**config.mk**
```make
export PLATFORM = sky130hd
export DESIGN_NAME = lstp_back
export DESIGN_NICKNAME = d
export VERILOG_FILES = /design/src/rtl/core/lstp_pkg.sv /design/src/rtl/core/lstp_back.sv
export SDC_FILE = /design/constraint.sdc
export NUM_CORES = 1
export LEC_CHECK = 0
export BUFFER_PORTS_ARGS = -buffer_cell sky130_fd_sc_hd__buf_2
export CAP_MARGIN = 20
export CORE_UTILIZATION = 40
export CTS_CLUSTER_DIAMETER = 100
export DETAILED_ROUTE_END_ITERATION = 10
export PLACE_DENSITY_LB_ADDON = 0.15
export RECOVER_POWER = 50
export SYNTH_ARGS = -nofsm -noshare
export SYNTH_HDL_FRONTEND = slang
export SYNTH_SLANG_ARGS = --single-unit
```
**constraint.sdc**
```tcl
create_clock -name clk_i -period 9 [get_ports clk_i]
set_input_delay 0.45 -clock clk_i [delete_from_list [all_inputs] [get_ports clk_i]]
set_output_delay 0.45 -clock clk_i [all_outputs]
set_load 0.01 [all_outputs]
```
**src/rtl/core/lstp_pkg.sv**
```systemverilog
// ----------------------------------------------------------------------------
// Lidar scan projector package
// Shared word types, configuration record and rotation constants.
// ----------------------------------------------------------------------------
package lstp_pkg;

  localparam int unsigned CordicSteps = 20;
  localparam int unsigned XyWidth     = 32;
  localparam int unsigned ZWidth      = 26;

  localparam logic [2:0] RegDisplaySelect = 3'd0;
  localparam logic [2:0] RegStepFirst     = 3'd1;
  localparam logic [2:0] RegStepSecond    = 3'd2;
  localparam logic [2:0] RegMountAngle    = 3'd3;
  localparam logic [2:0] RegOffsetX       = 3'd4;
  localparam logic [2:0] RegOffsetY       = 3'd5;
  localparam logic [2:0] RegImageSize     = 3'd6;

  localparam logic [1:0] ShowBoth   = 2'd0;
  localparam logic [1:0] ShowFirst  = 2'd1;
  localparam logic [1:0] ShowSecond = 2'd2;

  typedef struct packed {
    logic signed [15:0] range_mm;
    logic [11:0]        beam_index;
    logic               sensor_id;
  } in_t;

  typedef struct packed {
    logic signed [15:0] pixel_u;
    logic signed [15:0] pixel_v;
    logic               point_sensor;
  } out_t;

  typedef struct packed {
    logic [1:0]         display_select;
    logic [15:0]        step_first;
    logic [15:0]        step_second;
    logic signed [20:0] mount_angle;
    logic signed [15:0] offset_x;
    logic signed [15:0] offset_y;
    logic [12:0]        image_size;
  } cfg_t;

  typedef struct packed {
    logic                       valid;
    logic                       sensor;
    logic signed [XyWidth-1:0]  x;
    logic signed [XyWidth-1:0]  y;
    logic signed [ZWidth-1:0]   z;
  } cordic_t;

  function automatic logic signed [ZWidth-1:0] atan_f(input logic [4:0] i);
    logic signed [ZWidth-1:0] r;
    unique case (i)
      5'd0:  r = 26'sd2949120;
      5'd1:  r = 26'sd1740967;
      5'd2:  r = 26'sd919879;
      5'd3:  r = 26'sd466945;
      5'd4:  r = 26'sd234379;
      5'd5:  r = 26'sd117304;
      5'd6:  r = 26'sd58666;
      5'd7:  r = 26'sd29335;
      5'd8:  r = 26'sd14668;
      5'd9:  r = 26'sd7334;
      5'd10: r = 26'sd3667;
      5'd11: r = 26'sd1833;
      5'd12: r = 26'sd917;
      5'd13: r = 26'sd458;
      5'd14: r = 26'sd229;
      5'd15: r = 26'sd115;
      5'd16: r = 26'sd57;
      5'd17: r = 26'sd29;
      5'd18: r = 26'sd14;
      5'd19: r = 26'sd7;
      default: r = '0;
    endcase
    return r;
  endfunction

endpackage

```
**src/rtl/core/lstp_back.sv**
```systemverilog
// ----------------------------------------------------------------------------
// Lidar scan projector back end
// Adds the extrinsic offset to second-sensor points, converts to centimetres and forms the pixel.
// ----------------------------------------------------------------------------
module lstp_back (
  input  logic              clk_i,
  input  logic              rst_ni,
  input  logic              en_i,
  input  lstp_pkg::cordic_t cell_i,
  input  lstp_pkg::cfg_t    cfg_i,
  output logic              valid_o,
  output lstp_pkg::out_t    data_o
);

  localparam logic [19:0] DivBias = 20'd327680;
  localparam logic [39:0] Recip5  = 40'd838861;

  typedef lstp_pkg::out_t out_t_l;

  logic v5_q, v6_q, v7_q, s5_q, s6_q;
  logic signed [16:0] tx5_q, ty5_q;
  logic signed [17:0] qx6_q, qy6_q;
  out_t_l out_q;

  logic signed [31:0] xs, ys;
  logic [19:0] px, py;
  logic [39:0] mx, my;
  logic signed [18:0] u, v, half;

  function automatic logic signed [15:0] sat16(input logic signed [18:0] a);
    logic signed [15:0] r;
    if (a > 19'sd32767) begin
      r = 16'sh7fff;
    end else if (a < -19'sd32768) begin
      r = 16'sh8000;
    end else begin
      r = a[15:0];
    end
    return r;
  endfunction

  always_comb begin
    xs = cell_i.x;
    ys = cell_i.y;
    if (cell_i.sensor) begin
      xs = xs + 32'($signed({cfg_i.offset_x, 14'b0}));
      ys = ys + 32'($signed({cfg_i.offset_y, 14'b0}));
    end
    px   = 20'(tx5_q) + DivBias;
    py   = 20'(ty5_q) + DivBias;
    mx   = 40'(px) * Recip5;
    my   = 40'(py) * Recip5;
    half = $signed({7'b0, cfg_i.image_size[12:1]});
    u    = half + 19'(qx6_q);
    v    = half - 19'(qy6_q);
  end

  always_ff @(posedge clk_i or negedge rst_ni) begin
    if (!rst_ni) begin
      v5_q <= 1'b0;
      v6_q <= 1'b0;
      v7_q <= 1'b0;
    end else if (en_i) begin
      v5_q <= cell_i.valid;
      v6_q <= v5_q;
      v7_q <= v6_q;
    end
  end

  always_ff @(posedge clk_i) begin
    if (en_i) begin
      s5_q  <= cell_i.sensor;
      tx5_q <= xs[31:15];
      ty5_q <= ys[31:15];
      s6_q  <= s5_q;
      qx6_q <= $signed(mx[39:22]) - 18'sd65536;
      qy6_q <= $signed(my[39:22]) - 18'sd65536;
      out_q.pixel_u      <= sat16(u);
      out_q.pixel_v      <= sat16(v);
      out_q.point_sensor <= s6_q;
    end
  end

  assign valid_o = v7_q;
  assign data_o  = out_q;

endmodule

```
After elaboration in Yosys (flattened, before gate mapping)
Index checks and enable logic that the tools add are counted.
- multiplexer cells: 4
- $lt $le $gt $ge: 4
- add/subtract/negate cells: 8
- multipliers: 2
- operators by type and width (cell ; number):
    20-bit by 20-bit multiplier with 40-bit output (second input constant) ; 2
    32-bit by 30-bit adder with 32-bit output ; 2
    32-bit two-way mux ; 2
    20-bit by 19-bit adder with 20-bit output (second input constant) ; 2
    19-bit by 16-bit > comparator with 1-bit output (second input constant) ; 2
    19-bit by 16-bit < comparator with 1-bit output (second input constant) ; 2
    18-bit subtractor (second input constant) ; 2
    16-bit two-way mux ; 2
    13-bit by 18-bit adder with 19-bit output ; 1
    13-bit by 18-bit subtractor with 19-bit output ; 1
- word-level logic and storage cells: 30
- register bits: 108
- output and inout port bits: 34
- bits of input ports: 195

Longest topological paths before layout
- depth after elaboration: 3
- depth in mapped cells: 25
- mapped depth without buffers: 25

Least setup slack after synthesis
No wires, ideal clock.
- path kind: register to register
- start: register tx5_q[5]
- end: register qx6_q[17] (data pin)
- cell stages (with the launch flop): 23
- period minus slack after synthesis: 6.507 ns
- slack: 2.493 ns
- data arrival time: 6.250 ns
- library setup time: 0.258 ns
- path buffers: 0
- path through: edfxtp_1 -> ha_1 -> fa_1 -> inv_1 -> fa_1 -> fa_1 -> inv_1 -> fa_1 -> inv_1 -> fa_1 -> inv_1 -> ha_1 -> ha_1 -> a21o_1 -> a21o_1 -> a22oi_2 -> nand2_2 -> o41ai_4 -> o31ai_1 -> a311o_1 -> and3_1 -> or4_1 -> xnor2_1
- word-level cells in the longest chain between the ends: 3
- ends and longest elaborated chain (item ; RTL line ; RTL):
    start, declared ; lstp_back.sv:21 ; logic signed [16:0] tx5_q, ty5_q;
    start signal, assigned ; lstp_back.sv:73 ; tx5_q <= xs[31:15];
    20-bit by 19-bit adder with 20-bit output ; lstp_back.sv:49 ; px = 20'(tx5_q) + DivBias;
    20-bit by 20-bit multiplier with 40-bit output ; lstp_back.sv:51 ; mx = 40'(px) * Recip5;
    18-bit subtractor ; lstp_back.sv:76 ; qx6_q <= $signed(mx[39:22]) - 18'sd65536;
    end signal, assigned ; lstp_back.sv:76 ;
    end, declared ; lstp_back.sv:22 ; logic signed [17:0] qx6_q, qy6_q;
Every way passes these cells.
A chain may end at the register's enable or synchronous reset.

Final worst setup path
- start: register tx5_q[8]
- end: register qx6_q[17] (data pin)
The elaborated chain is that of the path after synthesis.

==> flow_summary.yaml <==
worst_setup_path:
  path_delay_family: "adder cells"
  cp_common_cell: "fa_1"
  critPathBufInv: 4
  cp_slowest_cell: "a2111oi_2"
  startpoint_type: "flop"
  crit_path_max_incr_delay_ps: 590
  crit_path_end_kind: "flop"
  crit_required_ps: 9130
  timing_worst_setup_path_type: "flop to flop"
  crit_chain: "ha_1, inv_1, fa_1, inv_1, ha_1, inv_1, fa_1, fa_1, inv_1, fa_1, fa_1, ha_1, nand2_1, or3_1, a2111oi_2, o21ai_1, nand2_2, o41ai_4, o31ai_1, a311o_1, a2111oi_0, or4_1, xnor2_1"
  crit_arrival_ps: 7720
  path_max_fanout: 6
timing:
  max_slew.worst_pin.slew_ps: 4082
  slew_headroom: -1.721
  clock.fmax_ghz: 0.1319
  setup_tns_ps: 0
  hold_viol: 0
  rsz0062_at_grt: "false"
  fin_worst_skew_ps: 15.62
  finalMaxSlewViolations: 148
  fin_crit_sh: 0.8426
  finalCriticalPeriod_ps: 7583
  setup_slack_ps: 1417
  setup-violations-final: 0
logic_synthesis:
  synth_edf_count: 105
  synthXorXnorAreaFrac: 0.04107
  ys_types: 62
  synth_fp_nets: 2732
  synth_compound_area_frac: 0.08978
  async_flop_share: 0.02778
  syn_inst: 1859
  seq_area_frac_synth: 0.1682
  ys.flop_type: "edfxtp_1"
  synth.mux.area_fraction: 0.01617
  ys_ff_latch: 108
  ys_warn_count: 0
  syn_area_per_cell_um2: 10.32
  synth_area_um2: 19190
  synth_adder_area_share: 0.5344
  synthSimpleGateAreaFrac: 0.05470
  synth_top_family_by_area: "adder cells"
detailed_routing:
  via_count: 12589
  post_drt_wl_per_cell_um: 15.44
  drc: 1
  drtIter0Drc: 378
  viasPerCell: 4.849
  postRouteAntennaNets: 0
  drt_pre_antenna_iters: 8
  wirelength_mm: 40.08
placement:
  place_hpwl_mm: 35.51
  place_area_um2: 20520
  port_buffers: 118
  dp_slack_ps: 1351
  gp_congestion: 0.8804
floorplan:
  rows: 79
  die_w_um: 221.0
  core_um2: 46950
  io_pins: 229
  die-area_um2: 48860
  initial_core_util: 0.4087
  fp.dieH_um: 221.0
global_route:
  grt_max_degree: 78
  track_usage: 0.1743
  antenna_found_initial: 0
  grt_overflow_total: 0
  grt_pass1_vias: 13500
  grt_pass1_wl_mm: 68.08
clocking:
  cts.sinks: 108
  cts_buffer_depth: 2
  cts_tree: "built"
  clk_latency_ps: 390
  ctsRootBufferMaster: "clkbuf_16"
  cts_max_level: 3
  post_cts_buffers: 0
  clk_pin_slew_worst_paths_ps: 70
  numCtsBuffers: 9
cells_and_area:
  design_area_um2: 20780
  drive_gt1_frac: 0.06838
  diodes: 0
  nets: 2857
  ff_latch_area_um2: 3228
  area_growth_pct: 8.280
  multiInputGateArea_um2: 14130
  fillers: 4534
worst_hold_path:
  hp-class: "input pin to flop"
outcome:
  failed_checks: "DRC, capacitance limit, slew limit"
  status: "finished, violations left"
flow_run:
  max_cap_violations: 3
## metal layers
metal  global-route usage  vias to the layer above  routed length [um]
li1                     -                     6375                   -
met1               0.2426                     5967               19890
met2               0.2857                      211               18100
met3              0.02616                       36                1448
met4              0.03880                        0                 639
met5                    0                        -                   0
## synthesized netlist by cell type, types with 2 or more instances
master / instances / area share
o31ai_1: 9 / 0.0035
nor2_1: 59 / 0.012
nand3b_1: 4 / 0.0016
fa_1: 236 / 0.25
a2111oi_0: 3 / 0.0014
o21ai_1: 4 / 0.0010
a41o_1: 3 / 0.0016
nor3_1: 18 / 0.0047
a21boi_0: 6 / 0.0023
or3_1: 9 / 0.0029
o21a_1: 20 / 0.0078
nand2b_1: 6 / 0.0020
inv_1: 480 / 0.094
mux2_2: 24 / 0.014
dfrtp_1: 3 / 0.0039
a211o_1: 2 / 0.00091
or2_2: 5 / 0.0016
xor2_1: 32 / 0.015
a31oi_1: 9 / 0.0029
nor2b_1: 13 / 0.0042
nor3b_1: 3 / 0.0012
and3_1: 10 / 0.0033
o211ai_1: 5 / 0.0020
o41ai_1: 2 / 0.00091
o21bai_1: 7 / 0.0027
a2111oi_2: 2 / 0.0016
a21oi_1: 59 / 0.015
o2111ai_1: 2 / 0.00091
o21ai_0: 35 / 0.0091
o211a_1: 2 / 0.0010
nand2_1: 47 / 0.0092
and2_1: 8 / 0.0026
o2bb2ai_1: 2 / 0.00091
nand4_1: 6 / 0.0020
edfxtp_1: 105 / 0.16
or4_1: 2 / 0.00078
xnor2_1: 58 / 0.026
and4_1: 2 / 0.00091
ha_1: 442 / 0.29
mux2i_1: 4 / 0.0021
nand3_1: 18 / 0.0047
clkbuf_1: 8 / 0.0016
a21o_1: 63 / 0.025
a31o_2: 4 / 0.0018
## state kept, by name, indices dropped and copies added (netlist names)
name,count
ty5_q,17
valid_o,1
qx6_q,18
data_o,33
qy6_q,18
s5_q,1
v5_q,1
s6_q,1
tx5_q,17
v6_q,1
## what timing repair did
| item | CTS | global route |
|---|---|---|
| resized for setup | 0 | 0 |
| hold endpoints to repair | 3 | 0 |
| endpoints found under the setup margin | 0 | 0 |
| hold buffers | 1 | 0 |
## kinds of logic (layout without fill, tap and decap cells)
group	Yosys count	in the layout
AO/OA/AOI/OAI	252	252
XOR/XNOR	90	90
adder cells (fa/ha/maj)	678	678
buffers and inverters	489	619
flip-flops	108	108
multiplexers	28	28
AND/OR/NAND/NOR	214	214
## per-stage QoR
step                      std cells  hold slack [ps]    util
after CTS                      2594            278.3  0.4434
final                          2596            300.8  0.4426
after global placement         2577            246.0  0.4371
after detailed placement       2577            249.1  0.4371
after floorplan                1859            154.4       -
after global routing           2596            299.1  0.4426
## path summary, 6_finish.rpt
check	slack, ps	startpoint	to	cells after the start
max	1420	tx5_q[8]	qx6_q[17]	23
min	300	cell_i[91]	v5_q	2
max reg2reg	1420	tx5_q[8]	qx6_q[17]	23
min reg2reg	430	s6_q	data_o[0]	0
max in group asynchronous	8450	rst_ni	v6_q	2
min in group asynchronous	400	rst_ni	v5_q	2
## placed cells by master (no fill, tap or decap), types with 35 or more instances in the layout
cell      count
fa_1        236
buf_2        81
nand2_1      47
edfxtp_1    105
ha_1        442
a21oi_1      59
o21ai_0      35
nor2_1       59
xnor2_1      58
inv_1       480
a21o_1       63
clkbuf_1     39
## final cells by class
class                           instances  share of cell area
Tap cell                              607             0.03655
Timing Repair Buffer                  123             0.02794
Sequential cell                       108              0.1553
Clock buffer                           11             0.01168
Inverter                              480             0.08671
Clock inverter                          5            0.001987
Multi-Input combinational cell       1262              0.6798
Power is not shown: default switching activity piles up to over one toggle a cycle in this logic, so the estimate is an artifact.
