<file path="src/rtl/core/lstp_pkg.sv">
// ----------------------------------------------------------------------------
// Lidar scan projector package
// Shared word types, configuration record and rotation constants.
// ----------------------------------------------------------------------------
package lstp_pkg;

  localparam int unsigned CordicSteps = 20;
  localparam int unsigned XyWidth     = 32;
  localparam int unsigned ZWidth      = 26;

  localparam logic [2:0] RegDisplaySelect = 3'd0;
  localparam logic [2:0] RegStepFirst     = 3'd1;
  localparam logic [2:0] RegStepSecond    = 3'd2;
  localparam logic [2:0] RegMountAngle    = 3'd3;
  localparam logic [2:0] RegOffsetX       = 3'd4;
  localparam logic [2:0] RegOffsetY       = 3'd5;
  localparam logic [2:0] RegImageSize     = 3'd6;

  localparam logic [1:0] ShowBoth   = 2'd0;
  localparam logic [1:0] ShowFirst  = 2'd1;
  localparam logic [1:0] ShowSecond = 2'd2;

  typedef struct packed {
    logic signed [15:0] range_mm;
    logic [11:0]        beam_index;
    logic               sensor_id;
  } in_t;

  typedef struct packed {
    logic signed [15:0] pixel_u;
    logic signed [15:0] pixel_v;
    logic               point_sensor;
  } out_t;

  typedef struct packed {
    logic [1:0]         display_select;
    logic [15:0]        step_first;
    logic [15:0]        step_second;
    logic signed [20:0] mount_angle;
    logic signed [15:0] offset_x;
    logic signed [15:0] offset_y;
    logic [12:0]        image_size;
  } cfg_t;

  typedef struct packed {
    logic                       valid;
    logic                       sensor;
    logic signed [XyWidth-1:0]  x;
    logic signed [XyWidth-1:0]  y;
    logic signed [ZWidth-1:0]   z;
  } cordic_t;

  function automatic logic signed [ZWidth-1:0] atan_f(input logic [4:0] i);
    logic signed [ZWidth-1:0] r;
    unique case (i)
      5'd0:  r = 26'sd2949120;
      5'd1:  r = 26'sd1740967;
      5'd2:  r = 26'sd919879;
      5'd3:  r = 26'sd466945;
      5'd4:  r = 26'sd234379;
      5'd5:  r = 26'sd117304;
      5'd6:  r = 26'sd58666;
      5'd7:  r = 26'sd29335;
      5'd8:  r = 26'sd14668;
      5'd9:  r = 26'sd7334;
      5'd10: r = 26'sd3667;
      5'd11: r = 26'sd1833;
      5'd12: r = 26'sd917;
      5'd13: r = 26'sd458;
      5'd14: r = 26'sd229;
      5'd15: r = 26'sd115;
      5'd16: r = 26'sd57;
      5'd17: r = 26'sd29;
      5'd18: r = 26'sd14;
      5'd19: r = 26'sd7;
      default: r = '0;
    endcase
    return r;
  endfunction

endpackage

</file>
<file path="src/rtl/core/lstp_front.sv">
// ----------------------------------------------------------------------------
// Lidar scan projector front end
// Filters samples, forms and folds the beam angle, applies the rotation gain.
// ----------------------------------------------------------------------------
module lstp_front (
  input  logic             clk_i,
  input  logic             rst_ni,
  input  logic             en_i,
  input  logic             valid_i,
  input  lstp_pkg::in_t    data_i,
  input  lstp_pkg::cfg_t   cfg_i,
  output lstp_pkg::cordic_t cell_o
);

  localparam logic signed [30:0] AngleBias = 31'sd2396160;
  localparam logic signed [22:0] HalfTurn  = 23'sd737280;
  localparam logic signed [22:0] FullTurn  = 23'sd1474560;
  localparam logic signed [22:0] Quarter   = 23'sd368640;
  localparam logic signed [47:0] GainQ30   = 48'sd652032874;
  localparam int unsigned ZWidthL = lstp_pkg::ZWidth;

  logic keep;
  logic v0_q, v1_q, v2_q, v3_q, v4_q;
  logic s0_q, s1_q, s2_q, s3_q, s4_q;
  logic signed [15:0] r0_q, r1_q, r2_q, r3_q;
  logic [27:0] prod0_q;
  logic [28:0] apos1_q;
  logic [13:0] h2_q;
  logic [14:0] low2_q;
  logic [8:0]  q2_q;
  logic signed [ZWidthL-1:0] z3_q, z4_q;
  logic signed [31:0] x4_q;

  logic [27:0] prod0_d;
  logic signed [30:0] a1_d;
  logic [28:0] qm2_d;
  logic [14:0] qq;
  logic [5:0]  rem3;
  logic signed [22:0] m3;
  logic signed [15:0] r3_d;
  logic signed [47:0] g4;

  always_comb begin
    keep = (data_i.range_mm < 16'sd20000) && (data_i.range_mm > -16'sd20000);
    if (data_i.sensor_id) begin
      keep = keep && (cfg_i.display_select == lstp_pkg::ShowBoth ||
                      cfg_i.display_select == lstp_pkg::ShowSecond);
      prod0_d = 28'(data_i.beam_index) * 28'(cfg_i.step_second);
    end else begin
      keep = keep && (cfg_i.display_select == lstp_pkg::ShowBoth ||
                      cfg_i.display_select == lstp_pkg::ShowFirst);
      prod0_d = 28'(data_i.beam_index) * 28'(cfg_i.step_first);
    end
  end

  always_comb begin
    a1_d = $signed({3'b000, prod0_q}) + AngleBias;
    if (s0_q) begin
      a1_d = a1_d + 31'(cfg_i.mount_angle);
    end
    qm2_d = 29'(apos1_q[28:15]) * 29'd23302;
    qq    = 15'(q2_q) * 15'd45;
    rem3  = 6'(15'(h2_q) - qq);
    m3    = $signed({2'b00, rem3, low2_q});
    r3_d  = r2_q;
    if (m3 >= HalfTurn) begin
      m3 = m3 - FullTurn;
    end
    if (m3 > Quarter) begin
      m3   = m3 - HalfTurn;
      r3_d = -r2_q;
    end else if (m3 < -Quarter) begin
      m3   = m3 + HalfTurn;
      r3_d = -r2_q;
    end
    g4 = 48'(r3_q) * GainQ30;
  end

  always_ff @(posedge clk_i or negedge rst_ni) begin
    if (!rst_ni) begin
      v0_q <= 1'b0;
      v1_q <= 1'b0;
      v2_q <= 1'b0;
      v3_q <= 1'b0;
      v4_q <= 1'b0;
    end else if (en_i) begin
      v0_q <= valid_i && keep;
      v1_q <= v0_q;
      v2_q <= v1_q;
      v3_q <= v2_q;
      v4_q <= v3_q;
    end
  end

  always_ff @(posedge clk_i) begin
    if (en_i) begin
      s0_q    <= data_i.sensor_id;
      r0_q    <= data_i.range_mm;
      prod0_q <= prod0_d;
      s1_q    <= s0_q;
      r1_q    <= r0_q;
      apos1_q <= a1_d[28:0];
      s2_q    <= s1_q;
      r2_q    <= r1_q;
      h2_q    <= apos1_q[28:15];
      low2_q  <= apos1_q[14:0];
      q2_q    <= qm2_d[28:20];
      s3_q    <= s2_q;
      r3_q    <= r3_d;
      z3_q    <= ZWidthL'({m3, 4'b0000});
      s4_q    <= s3_q;
      z4_q    <= z3_q;
      x4_q    <= g4[47:16];
    end
  end

  assign cell_o.valid  = v4_q;
  assign cell_o.sensor = s4_q;
  assign cell_o.x      = x4_q;
  assign cell_o.y      = '0;
  assign cell_o.z      = z4_q;

endmodule

</file>
<file path="config.mk">
export PLATFORM = sky130hd
export DESIGN_NAME = lstp_front
export DESIGN_NICKNAME = d
export VERILOG_FILES = /design/src/rtl/core/lstp_pkg.sv /design/src/rtl/core/lstp_front.sv
export SDC_FILE = /design/constraint.sdc
export NUM_CORES = 2
export LEC_CHECK = 0
export BUFFER_PORTS_ARGS = -buffer_cell sky130_fd_sc_hd__buf_2
export CAP_MARGIN = 20
export CORE_MARGIN = 3
export CORE_UTILIZATION = 55
export CTS_CLUSTER_SIZE = 12
export DETAILED_ROUTE_END_ITERATION = 12
export PLACE_DENSITY = 0.74
export SYNTH_ARGS = -nofsm -noshare
export SYNTH_HDL_FRONTEND = slang
export SYNTH_SLANG_ARGS = --single-unit
</file>
<file path="constraint.sdc">
create_clock -name clk_i -period 16.4 [get_ports clk_i]
set_input_delay 2.46 -clock clk_i [delete_from_list [all_inputs] [get_ports clk_i]]
set_output_delay 2.46 -clock clk_i [all_outputs]
set_load 0.01 [all_outputs]
</file>
; Yosys cells after proc, flatten, opt, wreduce, memory -nomap -nowiden
; Cells that the tools add are included.
[totals]
reg_bits = 237
inputBits = 133
out_inout_bits = 92
wordCells = 56
[op_classes]
addsub = 7
n_mul = 5
n_lt_le_gt_ge = 5
n_eq_ne = 2
n_mux = 8
n_reduce_logical = 7
[ops]
columns = operator, count
row1 = $mul 12x16->28, 2
row2 = $mul 16x30->46 const B, 1
row3 = $mux 22, 2
row4 = $mux 16, 2
row5 = $add 28x22->29 const B, 1
row6 = $add 29x21->29, 1
row7 = $mux 29, 1
row8 = $mul 14x14->28 const B, 1
row9 = $mux 28, 1
row10 = $gt 23x20->1 const B, 1
row11 = $lt 23x20->1 const B, 1
row12 = $mux 23, 1
row13 = $add 22x21->22 const B, 1
row14 = $sub 21x21->22 const B, 1
row15 = $sub 22x21->22 const B, 1
row16 = $ge 21x20->1 const B, 1
row17 = $gt 16x16->1 const B, 1
row18 = $lt 16x16->1 const B, 1
row19 = $neg 16->16, 1
row20 = $mul 9x6->6 const B, 1
row21 = $sub 6x6->6, 1
row22 = $logic_and 1x1->1, 4
row23 = $eq 2x1->1 const B, 1
row24 = $eq 2x2->1 const B, 1
row25 = other kinds (3), 4

; Depth between registers and ports, before layout
[logic_depth]
word_depth = 7
depth_mapped = 23
mapped_depth_nobuf = 23

; Least setup slack after synthesis
; No wires, ideal clock.
[synth_path]
path_type = input to register
start = input port data_i[12] (netlist bit)
end = register prod0_q[27] (data pin)
setup_time_ns = 0.254
t_arrival_ns = 7.721
t_required_ns = 16.146
setup_slack_ns = 8.426
path_stages = 21
path_buffers = 1
cell_sequence = clkbuf_1 -> nand2_1 -> fa_1 -> fa_1 -> inv_1 -> fa_1 -> inv_1 -> fa_1 -> inv_1 -> fa_1 -> ha_1 -> a21o_1 -> a2111oi_0 -> o21ai_0 -> a31oi_1 -> o31ai_1 -> a41oi_1 -> a21oi_1 -> xnor2_1 -> o22ai_1 -> a21o_1
[synth_between]
elab_chain_cells = 2
elab_cells_between_ends = 3
classes_between = 2 x mul / 1 x mux
[synth_lines]
columns = item, line
row1 = from (decl), lstp_front.sv:10  ; input lstp_pkg::in_t data_i,
row2 = "$mul 12x16->28, on equally long branches", "lstp_front.sv:52, lstp_front.sv:48"
row3 = $mux 28 (*), lstp_front.sv:45  ; if (data_i.sensor_id) begin
row4 = via prod0_d[27], lstp_front.sv:34  ; logic [27:0] prod0_d;
row5 = to (signal assigned), lstp_front.sv:99  ; prod0_q <= prod0_d;
row6 = to (decl), lstp_front.sv:26  ; logic [27:0] prod0_q;
; Mark *: on every way through the listed nets, which the timed path passes. The rest lies on a longest branch.
; A chain may end at the register's enable or synchronous reset.

; Worst setup path in the final report
[layout_path]
start = input port data_i[5] (netlist bit)
end = register prod0_q[27] (data pin)
; Same word-level chain as after synthesis.

==> out/qor.txt <==
Post-placement setup slack: 7.291 ns
Tmin final: 8.645 ns
Initial core utilization: 0.5596
Required time reported for the critical path endpoint: 16.71 ns
Clock tree from TritonCTS: yes
Main synth FF type: sky130_fd_sc_hd__edfxtp_1
Number of top-level design ports: 225
Post-CTS Hold Buffers: 0
Number of placement rows: 89
Instance count of the mapped netlist: 3,283
Post-synthesis sequential element count: 233
Critical Path AT: 8.95 ns
Net total in the final layout: 4,436
CTS H-tree lvls: 1
Synth top area cells: sky130_fd_sc_hd__fa_1 30%, sky130_fd_sc_hd__edfxtp_1 21%, sky130_fd_sc_hd__ha_1 16%
Layout cell share with drive strength beyond 1: 0.06826
Port Buffers: 143
Detailed Route Iter0 Violations: 1,152
Hold violation total from the final report: 0
Post-cts repair resize count: 0
Final Cycle Share: 0.5271
Synth top cells by count: 736 x sky130_fd_sc_hd__inv_1, 500 x sky130_fd_sc_hd__fa_1, 433 x sky130_fd_sc_hd__ha_1, 324 x sky130_fd_sc_hd__nand2_1, 228 x sky130_fd_sc_hd__edfxtp_1
Wire length of the first global-routing pass: 118,200 um
Smallest setup slack after layout: 7.755 ns
First-pass iteration count of the detailed router: 5
Post-synthesis cell type count: 79
Buffers inserted during post-CTS setup optimization: 0
Synthesized area per cell: 10.12 sq um
Setup crit start kind: primary input
Area share of the leading cell type in the synthesized netlist: 0.3014
Number of buffers created by CTS: 26
Count of clock tree sinks: 233
Hold WS: 0.3986 ns
Antenna violations before repair: 8
Result of the run: completed
EDFF count, synth: 228
Floorplan core area: 59,350 sq um
Detailed placement HPWL: 57,520 um
Die width: 251.7 um
Average vias per placed instance: 5.387
Area growth from synthesis to layout: 6.291%
Path type of the worst setup path: in2reg
Average wire per cell in the routed design: 17.01 um
Sum of negative setup slack: 0 ns
Transition time of the tightest slew-check pin: 1.079 ns
Post-synth top area cell: sky130_fd_sc_hd__fa_1
Number of global-route vias before repair: 23,480
Sequential cell area fraction in the yosys report: 0.2099
Final setup violation count: 0
Highest achievable clock rate: 115.7 MHz
Slew Limit Fails: 0
Most frequently used cell type in the post-synthesis netlist: sky130_fd_sc_hd__inv_1
Cell Area, Placed: 34,440 sq um
Clock slew at reported path FFs: 0.06 ns
GRT Resource Usage Total: 0.2316
Reported max-cap violation count: 0
Proportion of register bits with asynchronous set or reset after synthesis: 0.02146
Antenna-violating nets left: 0
Post-route design area: 35,300 sq um
Number of buffers between clock root and the deepest sink: 3
Critical path fanouts, max: 32
Largest clock skew in the final design: 0.02601 ns
Y dimension of the die: 251.7 um
Critical Path End Type: flop
Headroom to the max-slew limit: 0.2810
Number of remaining DRC errors: 0
Netlist area before placement: 33,210 sq um
Overall routed net length: 70,740 um
Setup repair after global routing missed its margin: no
Total of warnings raised by yosys: 0
DIE AREA: 63,370 sq um
Total congestion overflow after global routing: 0
Final weighted congestion in routability-driven placement: 0.9619
Insertion delay of the later-clocked pin in the worst-skew pair: 0.57 ns
Vias post-DR: 22,400
Path type of the worst min-delay path: reg2reg
Root Driver: sky130_fd_sc_hd__clkbuf_16
Maximum number of pins on one net before global-route repair: 86
## worst paths after layout
check                      startpoint          end  slack (ns)  cells after the start
max reg2reg                   r3_q[5]     x4_q[25]        9.07                     21
min reg2reg                   z3_q[4]      z4_q[4]        0.40                      0
max in group asynchronous      rst_ni         v0_q       14.56                      1
min                           z3_q[4]      z4_q[4]        0.40                      0
min in group asynchronous      rst_ni         v4_q        1.71                      1
max                         data_i[5]  prod0_q[27]        7.75                     21
## per-layer routing
layer  vias to the layer above  wire length, um  track usage
li1                      10550                -            -
met1                     11160            29480       0.3081
met2                       554            35630       0.4061
met3                       132             3297      0.02051
met4                         6             2298      0.07011
met5                         -               30            0
## layout make-up
class | instances | area (sq um)
Timing Repair Buffer | 148 | 763.2
Tap cell | 773 | 967.2
Clock buffer | 29 | 661.9
Multi-Input combinational cell | 2224 | 22970
Fill cell | 4978 | 24050
Inverter | 737 | 2766
Clock inverter | 13 | 200.2
Sequential cell | 233 | 6972
Antenna cell | 2 | 5.005
## registers in the layout, summed over array words and instances (netlist names), 6 cells and up
name / cells
q2_q: 6
z3_q: 22
x4_q: 31
low2_q: 15
r2_q: 16
r3_q: 16
r0_q: 16
h2_q: 6
r1_q: 16
prod0_q: 28
apos1_q: 29
z4_q: 22
## cell families after synthesis
group	after synthesis	synth area share
mux	30	0.009870
fa+ha+maj	933	0.4645
simple gates	696	0.09912
other cells	1	0.0001129
flops	233	0.2099
xor+xnor	146	0.03895
compound gates	383	0.07501
buf+inv	861	0.1025
## metrics by stage
step / util / cells
global route: 0.5948 / 4159
CTS: 0.5947 / 4157
global placement: 0.5802 / 4115
finish: 0.5948 / 4159
floorplan: - / 3318
detailed placement: 0.5802 / 4115
## worst max-delay path, stage by stage
cell and delay, ns:
sky130_fd_sc_hd__buf_2 0.57, sky130_fd_sc_hd__nand2_1 0.17, sky130_fd_sc_hd__fa_1 0.54, sky130_fd_sc_hd__inv_1 0.04
sky130_fd_sc_hd__ha_1 0.21, sky130_fd_sc_hd__fa_1 0.54, sky130_fd_sc_hd__inv_1 0.05, sky130_fd_sc_hd__fa_1 0.46
sky130_fd_sc_hd__fa_1 0.54, sky130_fd_sc_hd__inv_1 0.04, sky130_fd_sc_hd__ha_1 0.33, sky130_fd_sc_hd__o21a_1 0.13
sky130_fd_sc_hd__a2111oi_0 0.79, sky130_fd_sc_hd__o21ai_0 0.26, sky130_fd_sc_hd__a31oi_1 0.51, sky130_fd_sc_hd__o31ai_1 0.17
sky130_fd_sc_hd__a41oi_1 0.32, sky130_fd_sc_hd__a21oi_1 0.12, sky130_fd_sc_hd__xnor2_1 0.33, sky130_fd_sc_hd__o22ai_1 0.13
sky130_fd_sc_hd__a21o_1 0.22
## cells in the final DEF, fill, tap and decap left out, drive strengths merged, types with 12 or more instances in the layout
cell type | netlist | final
nand3 | 26 | 26
mux2 | 22 | 22
conb | 1 | 36
nor2 | 96 | 96
o31ai | 14 | 14
or2 | 12 | 12
a21oi | 121 | 121
edfxtp | 228 | 228
buf | 45 | 148
o21ai | 71 | 71
o21a | 18 | 18
xnor2 | 102 | 102
and2 | 132 | 132
a21o | 59 | 59
nand4 | 12 | 12
nor3 | 20 | 20
inv | 736 | 736
nand2b | 20 | 20
ha | 433 | 433
a211oi | 16 | 16
xor2 | 44 | 44
clkbuf | 79 | 29
fa | 500 | 500
nand2 | 324 | 324
Power is left out: the tool's default activity adds up to more than one toggle a clock period on the data nets, which glitch-free logic cannot reach.
