==> src/rtl/core/lstp_pkg.sv <==
// ----------------------------------------------------------------------------
// Lidar scan projector package
// Shared word types, configuration record and rotation constants.
// ----------------------------------------------------------------------------
package lstp_pkg;

  localparam int unsigned CordicSteps = 20;
  localparam int unsigned XyWidth     = 32;
  localparam int unsigned ZWidth      = 26;

  localparam logic [2:0] RegDisplaySelect = 3'd0;
  localparam logic [2:0] RegStepFirst     = 3'd1;
  localparam logic [2:0] RegStepSecond    = 3'd2;
  localparam logic [2:0] RegMountAngle    = 3'd3;
  localparam logic [2:0] RegOffsetX       = 3'd4;
  localparam logic [2:0] RegOffsetY       = 3'd5;
  localparam logic [2:0] RegImageSize     = 3'd6;

  localparam logic [1:0] ShowBoth   = 2'd0;
  localparam logic [1:0] ShowFirst  = 2'd1;
  localparam logic [1:0] ShowSecond = 2'd2;

  typedef struct packed {
    logic signed [15:0] range_mm;
    logic [11:0]        beam_index;
    logic               sensor_id;
  } in_t;

  typedef struct packed {
    logic signed [15:0] pixel_u;
    logic signed [15:0] pixel_v;
    logic               point_sensor;
  } out_t;

  typedef struct packed {
    logic [1:0]         display_select;
    logic [15:0]        step_first;
    logic [15:0]        step_second;
    logic signed [20:0] mount_angle;
    logic signed [15:0] offset_x;
    logic signed [15:0] offset_y;
    logic [12:0]        image_size;
  } cfg_t;

  typedef struct packed {
    logic                       valid;
    logic                       sensor;
    logic signed [XyWidth-1:0]  x;
    logic signed [XyWidth-1:0]  y;
    logic signed [ZWidth-1:0]   z;
  } cordic_t;

  function automatic logic signed [ZWidth-1:0] atan_f(input logic [4:0] i);
    logic signed [ZWidth-1:0] r;
    unique case (i)
      5'd0:  r = 26'sd2949120;
      5'd1:  r = 26'sd1740967;
      5'd2:  r = 26'sd919879;
      5'd3:  r = 26'sd466945;
      5'd4:  r = 26'sd234379;
      5'd5:  r = 26'sd117304;
      5'd6:  r = 26'sd58666;
      5'd7:  r = 26'sd29335;
      5'd8:  r = 26'sd14668;
      5'd9:  r = 26'sd7334;
      5'd10: r = 26'sd3667;
      5'd11: r = 26'sd1833;
      5'd12: r = 26'sd917;
      5'd13: r = 26'sd458;
      5'd14: r = 26'sd229;
      5'd15: r = 26'sd115;
      5'd16: r = 26'sd57;
      5'd17: r = 26'sd29;
      5'd18: r = 26'sd14;
      5'd19: r = 26'sd7;
      default: r = '0;
    endcase
    return r;
  endfunction

endpackage

==> src/rtl/core/lstp_cell.sv <==
// ----------------------------------------------------------------------------
// Lidar scan projector rotation cell
// One micro-rotation of the vector, handed to the next cell each cycle while enabled.
// ----------------------------------------------------------------------------
module lstp_cell #(
  parameter int unsigned Stage = 0
) (
  input  logic              clk_i,
  input  logic              rst_ni,
  input  logic              en_i,
  input  lstp_pkg::cordic_t cell_i,
  output lstp_pkg::cordic_t cell_o
);

  logic signed [lstp_pkg::XyWidth-1:0] dx, dy, x_d, y_d, x_q, y_q;
  logic signed [lstp_pkg::ZWidth-1:0]  z_d, z_q, at;
  logic valid_q, sensor_q;

  always_comb begin
    dx = cell_i.y >>> Stage;
    dy = cell_i.x >>> Stage;
    at = lstp_pkg::atan_f(5'(Stage));
    if (cell_i.z >= 0) begin
      x_d = cell_i.x - dx;
      y_d = cell_i.y + dy;
      z_d = cell_i.z - at;
    end else begin
      x_d = cell_i.x + dx;
      y_d = cell_i.y - dy;
      z_d = cell_i.z + at;
    end
  end

  always_ff @(posedge clk_i or negedge rst_ni) begin
    if (!rst_ni) begin
      valid_q <= 1'b0;
    end else if (en_i) begin
      valid_q <= cell_i.valid;
    end
  end

  always_ff @(posedge clk_i) begin
    if (en_i) begin
      sensor_q <= cell_i.sensor;
      x_q      <= x_d;
      y_q      <= y_d;
      z_q      <= z_d;
    end
  end

  assign cell_o.valid  = valid_q;
  assign cell_o.sensor = sensor_q;
  assign cell_o.x      = x_q;
  assign cell_o.y      = y_q;
  assign cell_o.z      = z_q;

endmodule

==> config.mk <==
export PLATFORM = sky130hd
export DESIGN_NAME = lstp_cell
export DESIGN_NICKNAME = d
export VERILOG_FILES = /design/src/rtl/core/lstp_pkg.sv /design/src/rtl/core/lstp_cell.sv
export SDC_FILE = /design/constraint.sdc
export NUM_CORES = 1
export LEC_CHECK = 0
export BUFFER_PORTS_ARGS = -buffer_cell sky130_fd_sc_hd__buf_2
export CORE_UTILIZATION = 40
export CTS_BUF_LIST = sky130_fd_sc_hd__clkbuf_16
export CTS_CLUSTER_DIAMETER = 80
export DETAILED_ROUTE_END_ITERATION = 8
export PLACE_DENSITY = 0.63
export SYNTH_ARGS = -nofsm -noshare
export SYNTH_HDL_FRONTEND = slang
export SYNTH_SLANG_ARGS = --single-unit
==> constraint.sdc <==
create_clock -name clk_i -period 1.6 [get_ports clk_i]
set_clock_uncertainty 0.2 [all_clocks]
set_input_delay 0.16 -clock clk_i [delete_from_list [all_inputs] [get_ports clk_i]]
set_output_delay 0.16 -clock clk_i [all_outputs]
set_load 0.01 [all_outputs]
Word level (Yosys, flattened, before mapping)
Index checks and enable logic that the tools add are counted.
{"block": "word_totals", "word_cells": 14, "reg_bits": 92, "output_inout_bits": 92, "in_bits": 95}
{"block": "classes", "addsub": 5, "n_lt_le_gt_ge": 1, "mux": 3}
{"operator": "32-bit two-way mux", "count": 2}
{"operator": "32-bit subtractor", "count": 2}
{"operator": "32-bit adder", "count": 1}
{"operator": "26-bit by 23-bit adder with 26-bit output (second input constant)", "count": 1}
{"operator": "26-bit by 1-bit >= comparator with 1-bit output (second input constant)", "count": 1}
{"operator": "26-bit two-way mux", "count": 1}
{"operator": "26-bit by 23-bit subtractor with 26-bit output (second input constant)", "count": 1}

Depth between registers and ports, before layout
Gate-level depths: netlist of run 1.
{"block": "logic_depth", "ltp_word": 2, "ltp_mapped": 17, "depth_no_buf": 15}

Worst setup path after synthesis of run 1
OpenSTA, ideal clock, no wires.
{"block": "synth_path", "kind": "input port to flip-flop", "start": "in cell_i[25] (netlist bit)", "end": "reg z_q[25] (netlist bit) (data pin)", "path_slack_ns": -2.039, "setup_time_ns": 0.258, "path_buffers": 2, "t_required_ns": 1.142, "path_stages": 17, "t_arrival_ns": 3.181, "path_cell_list": "inv_1 -> ha_1 -> nor4b_1 -> nand4_1 -> o21ai_0 -> clkbuf_1 -> clkbuf_1 -> ha_1 -> a21o_1 -> a21oi_1 -> o21bai_1 -> a21oi_1 -> o21bai_1 -> a21oi_1 -> o21bai_1 -> a21oi_1 -> xnor2_1"}
{"block": "synth_via", "elab_chain_cells": 2, "elab_cells_between_ends": 4, "cone_classes": "add/sub (2); order compare (1); mux (1)"}
{"item": "start: declaration", "line_no": "lstp_cell.sv:11", "rtl": "input lstp_pkg::cordic_t cell_i,"}
{"item": "26-bit by 23-bit adder with 26-bit output (tied with other cells)", "line_no": "lstp_cell.sv:30", "rtl": "z_d = cell_i.z + at;"}
{"item": "26-bit two-way mux *", "line_no": "lstp_cell.sv:23", "rtl": "if (cell_i.z >= 0) begin"}
{"item": "via z_d (one bit)", "line_no": "lstp_cell.sv:16", "rtl": "logic signed [lstp_pkg::ZWidth-1:0] z_d, z_q, at;"}
{"item": "end signal: assignment", "line_no": "lstp_cell.sv:47", "rtl": "z_q <= z_d;"}
{"item": "end: declaration", "line_no": "lstp_cell.sv:16"}
Mark *: on every way through the listed nets, which the timed path passes. The rest lies on a longest branch.
A chain may end at the register's enable or synchronous reset.

Final worst setup path of run 1
{"block": "layout_path", "start": "in cell_i[16] (netlist bit)", "end": "reg z_q[25] (netlist bit) (data pin)"}
The elaborated chain is that of the path after synthesis.

==> results of run 1 <==
[cell families (layout without fill, tap and decap cells)]
logic type / after synthesis / after routing / synth area share [%]
buffers and inverters: 154 / 750 / 7.13
flip-flops: 91 / 91 / 31.8
AND/OR/NAND/NOR: 231 / 231 / 12.8
AO/OA/AOI/OAI: 308 / 308 / 23.7
adder cells (fa/ha/maj): 106 / 106 / 15.8
multiplexers: 14 / 14 / 1.65
XOR/XNOR: 70 / 70 / 7.15
[sequential cells by signal (all words and copies together), names as in the netlist]
signal / flops
z_q: 26
sensor_q: 1
y_q: 31
valid_q: 1
x_q: 32
[cell type report]
class	count	area (sq um)
clock buffers	9	225
flip-flops and latches	91	2730
clock inverters	7	123
fillers	1537	6090
well taps	275	344
repair buffers	623	4690
inverters	111	469
multi-input cells	729	6350
[cells in the mapped netlist, types with 6 or more instances]
| master | instances | area, sq um |
|---|---|---|
| o21ai_0 | 49 | 245 |
| edfxtp_1 | 90 | 2700 |
| inv_1 | 108 | 405 |
| a211oi_1 | 7 | 52.6 |
| mux2i_1 | 13 | 130 |
| o21bai_1 | 18 | 135 |
| nor2_1 | 83 | 312 |
| nand2b_1 | 12 | 75.1 |
| nand3_1 | 14 | 70.1 |
| clkbuf_1 | 28 | 105 |
| buf_2 | 6 | 30.0 |
| o31ai_1 | 14 | 105 |
| xnor2_1 | 62 | 543 |
| a21oi_1 | 118 | 591 |
| nor3_1 | 31 | 155 |
| nand4_1 | 8 | 50.1 |
| o211ai_1 | 11 | 82.6 |
| xor2_1 | 8 | 70.1 |
| ha_1 | 102 | 1280 |
| nor4_1 | 8 | 50.1 |
| nor2b_1 | 9 | 56.3 |
| buf_4 | 7 | 52.6 |
| a31oi_1 | 9 | 56.3 |
| a21o_1 | 22 | 165 |
| nand2_1 | 42 | 158 |
[per-layer routing]
metal / global-route usage, % / wire length (microns) / part of all wire (%) / vias up
li1: - / - / - / 4665
met2: 48.0 / 15900 / 47 / 444
met3: 3.13 / 2390 / 7.0 / 74
met5: 0 / 0 / 0 / -
met1: 38.6 / 14400 / 43 / 4687
met4: 11.7 / 1210 / 3.6 / 0
[worst max path at each step]
stage / endpoint / startpoint / slack (ps)
6_report: z_q[25]$_DFFE_PP_ / cell_i[16] / -1270
5_1_grt: z_q[25]$_DFFE_PP_ / cell_i[16] / -1410
4_1_cts: y_q[31]$_DFFE_PP_ / cell_i[27] / -1280
3_5_place_dp: y_q[31]$_DFFE_PP_ / cell_i[27] / -1670
3_3_place_gp: y_q[31]$_DFFE_PP_ / cell_i[27] / -1630
2_1_floorplan: z_q[24]$_DFFE_PP_ / cell_i[25] / -1390
[timing repair]
item                                    in CTS  in global routing
endpoints found under the setup margin      71                 71
hold buffers                                20                  0
cloned                                       3                  3
pin swaps                                   68                 80
buffers inserted                            36                 37
endpoints found under the hold margin       19                  0
resized for setup                          134                126
[cells in the final DEF, fill, tap and decap left out, types with 22 or more instances in the layout]
| cell | Yosys | routed |
|---|---|---|
| nand2_1 | 42 | 33 |
| ha_1 | 102 | 81 |
| a21oi_2 | 0 | 30 |
| nor3_1 | 31 | 22 |
| buf_2 | 6 | 173 |
| a21oi_1 | 118 | 81 |
| edfxtp_1 | 90 | 90 |
| xnor2_1 | 62 | 56 |
| buf_4 | 7 | 378 |
| a21o_1 | 22 | 22 |
| inv_1 | 108 | 97 |
| buf_6 | 0 | 27 |
| o21ai_0 | 49 | 28 |
| nor2_1 | 83 | 78 |
[metrics by stage]
| stage | setup TNS [ps] | power, mW |
|---|---|---|
| floorplan | -54520 | 5.39 |
| CTS | -55270 | 10.5 |
| detailed placement | -84450 | 7.55 |
| finish | -60100 | 11.0 |
| global placement | -82790 | 7.49 |
| global route | -66150 | 11.5 |
[report_power, final]
group | internal, mW | leakage, nW | total, mW | switching, mW
Combinational | 2.55 | 5.86 | 5.20 | 2.64
Sequential | 3.10 | 0.893 | 3.23 | 0.124
Clock | 1.54 | 0.163 | 2.59 | 1.04
Total | 7.20 | 6.92 | 11.0 | 3.81
==> impl_metrics.ini, run 1 <==
[cts]
htreeDepth = 3
clock_latency_ps = 360
cts_root_buf = clkbuf_16
clk_pin_slew_worst_paths_ps = 70
cts_buffer_depth = 2
cts_buffers = 9
cts_tree = yes
cts.sink_count = 91

[sta]
maxSlewHeadroom_pct = 63.0
fin_hold_ws_ps = 15.0
fin_ws_ps = -1270
fmax_mhz = 348
period_share_pct = 179
period_needed_ps = 2870
hold_violations = 0
finalMaxSlewViolations = 0
tightest_slew_ps = 552
rsz0062_at_grt = yes
setup_viol_count_final = 71

[grt]
grt_pass1_wl_microns = 49700
overflow = 0
grt_usage_pct = 29.0
antenna_found_initial = 0
grt_max_degree = 32
grt_pass1_vias = 9575

[setup_path]
critPathMaxFanout = 5
reg2reg_from = valid_q$_DFFE_PN0P_
path_delay_family = compound AO/OA/AOI/OAI gates
crit_chain = buf_2, nor4_1, nand4_1, o21ai_4, inv_4, ha_1, inv_1, o21bai_1, a21oi_2, o21bai_1, a21oi_2, o21bai_1, a21oi_2, xnor2_1
start_kind = input port
endpoint_kind = register
crit_arrival_ps = 2780
slowest_delay_ps = 370
path_buf_inv = 3
ff2ff_setup_slack_ps = 630
worst_path_max_delay_cell = nor4_1
required_ps = 1510
path_depth = 14
worst_r2r_path_depth = 1
crit_type = in -> reg
worstReg2RegEnd = valid_q$_DFFE_PN0P_

[logic_synthesis]
ys_ff_latch = 91
netlist_area_sq_um = 8580
async_flop_share_pct = 1.10
synthCells = 974
ys_seq_area_share_pct = 31.8
ys.flop_type = edfxtp_1
yosys_warnings = 0
syn_avg_cell_area_sq_um = 8.80
synth_edf_count = 90
ys_types = 70
synth_nets = 1175

[min_path]
whs_path_depth = 1
min-delay-start = en_i
min_to = z_q[5]$_DFFE_PP_
hp-class = in -> reg

[routing]
drt-wirelength-per-cell_microns = 18.4
vias_per_cell = 5.35
drt-initial-drc-count = 811
routed_wl_microns = 33900
vias = 9870
first_pass_iters = 6
antenna_left = 0
drc = 0

[floorplan]
core_sq_um = 21000
die_h_microns = 148
boundaryPins = 187
dieArea_sq_um = 22000
rows = 53
start_util_pct = 40.8
die_x_microns = 148

[cells_and_area]
final_cells = 1845
final_cell_area_sq_um = 14900
area_growth_syn_to_layout_pct = 74.2
n_antenna_cell = 0
drive_gt1_share_pct = 50.9
finalNetCount = 1766
final_util_pct = 71.0

[run]
drv_cap = 0

[outcome]
violations = setup timing
status = complete, but fails checks

[power]
power.density_nw_per_um2 = 737
power.leakage_nw = 6.92
peakVddDrop_mv = 0.580

[placement]
dp_hpwl_microns = 24500
dp.cells = 1755
gp_congestion = 0.937
port_buffers = 186
post-place-ws_ps = -1670
placed_area_sq_um = 12700
No activity file was read; power rests on OpenSTA's default activity.
==> run 2: changes to the inputs <==
SKIP_LAST_GASP = 1   (was default)
==> run 2 against run 1 <==
The flow still finishes with violations (setup timing). Worst setup slack better by 36 ps. Flip-flop and latch count unchanged. Register-to-register slack about the same. Clock-buffer cell count unchanged. Core utilization down 0.99 points. Wire length down 2.1%. Largest power group unchanged. Cell count down 0.43%. Non-clock buffer count down 8. Global-route usage down 0.14 points. Fmax up 1.3%.
==> impl_metrics.ini, run 2 (synthesis results as in run 1) <==
[sta]
rsz0062_at_grt = yes
period_needed_ps = 2830
tightest_slew_ps = 855
hold_violations = 0
period_share_pct = 177
finalMaxSlewViolations = 0
fmax_mhz = 353
fin_ws_ps = -1230
setup_viol_count_final = 71
maxSlewHeadroom_pct = 42.5

[cts]
cts_tree = yes
cts_buffer_depth = 2
cts_buffers = 9
htreeDepth = 3
cts.sink_count = 91
clock_latency_ps = 350
cts_root_buf = clkbuf_16
clk_pin_slew_worst_paths_ps = 80

[routing]
drc = 0
drt-initial-drc-count = 716
vias_per_cell = 5.35
routed_wl_microns = 33200
first_pass_iters = 5
antenna_left = 0
vias = 9820
drt-wirelength-per-cell_microns = 18.1

[placement]
placed_area_sq_um = 12700
gp_congestion = 0.937
port_buffers = 186
dp.cells = 1755
dp_hpwl_microns = 24500

[cells_and_area]
largest_register = x_q
largest_register_ffs = 32
drive_gt1_share_pct = 50.3
ff_latch_area_sq_um = 2730
n_antenna_cell = 0
final_cells = 1837
top_regs = x_q: 32 flops, y_q: 31 flops, z_q: 26 flops
final_common_cell = buf_4
finalNetCount = 1758
multi_input_area_sq_um = 6290
final_cell_mix = 380 x buf_4, 174 x buf_2, 97 x inv_1, 90 x edfxtp_1, 87 x a21oi_1
final_cell_area_sq_um = 14700
area_growth_syn_to_layout_pct = 71.7
fillCellCount = 1558

[setup_path]
required_ps = 1510
ff2ff_setup_slack_ps = 640
worstReg2RegEnd = valid_q$_DFFE_PN0P_
start_kind = input port
crit_path_end = y_q[31]$_DFFE_PP_
cp-startpoint = cell_i[27]
worst_r2r_path_depth = 1
endpoint_kind = register
reg2reg_from = valid_q$_DFFE_PN0P_
crit_type = in -> reg
critPathMaxFanout = 3
crit_arrival_ps = 2750

[power]
power.leakage_nw = 6.84
peakVddDrop_mv = 0.535
power.density_nw_per_um2 = 739

[outcome]
status = complete, but fails checks
violations = setup timing

[floorplan]
boundaryPins = 187
die_x_microns = 148
core_sq_um = 21000
rows = 53
die_h_microns = 148
start_util_pct = 40.8
dieArea_sq_um = 22000

[grt]
grt_usage_pct = 28.9
antenna_found_initial = 0
grt_pass1_vias = 9550
overflow = 0
grt_max_degree = 32
grt_pass1_wl_microns = 49500

[run]
drv_cap = 0

[min_path]
hp-class = in -> reg
==> run 2: report_power, final <==
part | switching (mW) | internal [mW] | leakage, nW
Sequential | 0.125 | 3.10 | 0.893
Clock | 1.03 | 1.54 | 0.163
Combinational | 2.58 | 2.50 | 5.78
Total | 3.74 | 7.14 | 6.84
==> run 2: timing repair <==
item | CTS | global route
setup buffers | 36 | 32
setup endpoints to repair | 71 | 71
pin swaps | 68 | 86
endpoints found under the hold margin | 19 | 0
resized for setup | 116 | 109
hold buffers | 20 | 0
gates cloned | 3 | 1
==> run 2: critical path, cell delays in order <==
cell and delay (ps):
buf_8 80, inv_4 30, ha_4 260, and2b_2 240, o311ai_4 380, a31oi_4 150, o41a_4 500, a2111oi_4 370
nor2_2 90, a21boi_2 190, nor4_2 70, a211o_1 230
==> run 2: worst min path at each step <==
stage	cells past startpoint	slack [ps]	startpoint	endpoint
after floorplan	0	-340	rst_ni	valid_q$_DFFE_PN0P_
after global placement	1	-260	rst_ni	valid_q$_DFFE_PN0P_
after detailed placement	1	-260	rst_ni	valid_q$_DFFE_PN0P_
after CTS	1	9	en_i	z_q[5]$_DFFE_PP_
after global routing	1	8	en_i	z_q[5]$_DFFE_PP_
final	1	20	en_i	z_q[5]$_DFFE_PP_
==> run 2: layout make-up <==
type	count	share of cell area, %
clock inverter	7	0.833
multi-input combinational	729	42.7
tap	275	2.34
sequential	91	18.5
clock buffer	9	1.53
timing repair buffer	615	30.9
inverter	111	3.20
==> run 2: metrics by stage <==
stage	total power, mW	worst slack [ps]	TNS, ps	hold slack, ps	utilization [%]
6_report	10.9	-1230	-57370	20.0	70.1
5_1_grt	11.4	-1340	-63040	8.14	70.1
4_1_cts	10.5	-1280	-55720	9.10	66.9
3_3_place_gp	7.49	-1630	-82790	-264	60.4
2_1_floorplan	5.39	-1390	-54520	-336	-
3_5_place_dp	7.55	-1670	-84450	-258	60.4
==> run 2: metal layers <==
layer | share of wire [%] | up-vias | wire length, microns | global-route usage [%]
met1 | 44 | 4687 | 14500 | 38.4
met5 | 0 | - | 0 | 0
met2 | 48 | 408 | 15900 | 48.4
met4 | 3.0 | 0 | 991 | 10.1
li1 | - | 4652 | - | -
met3 | 5.3 | 73 | 1760 | 3.28
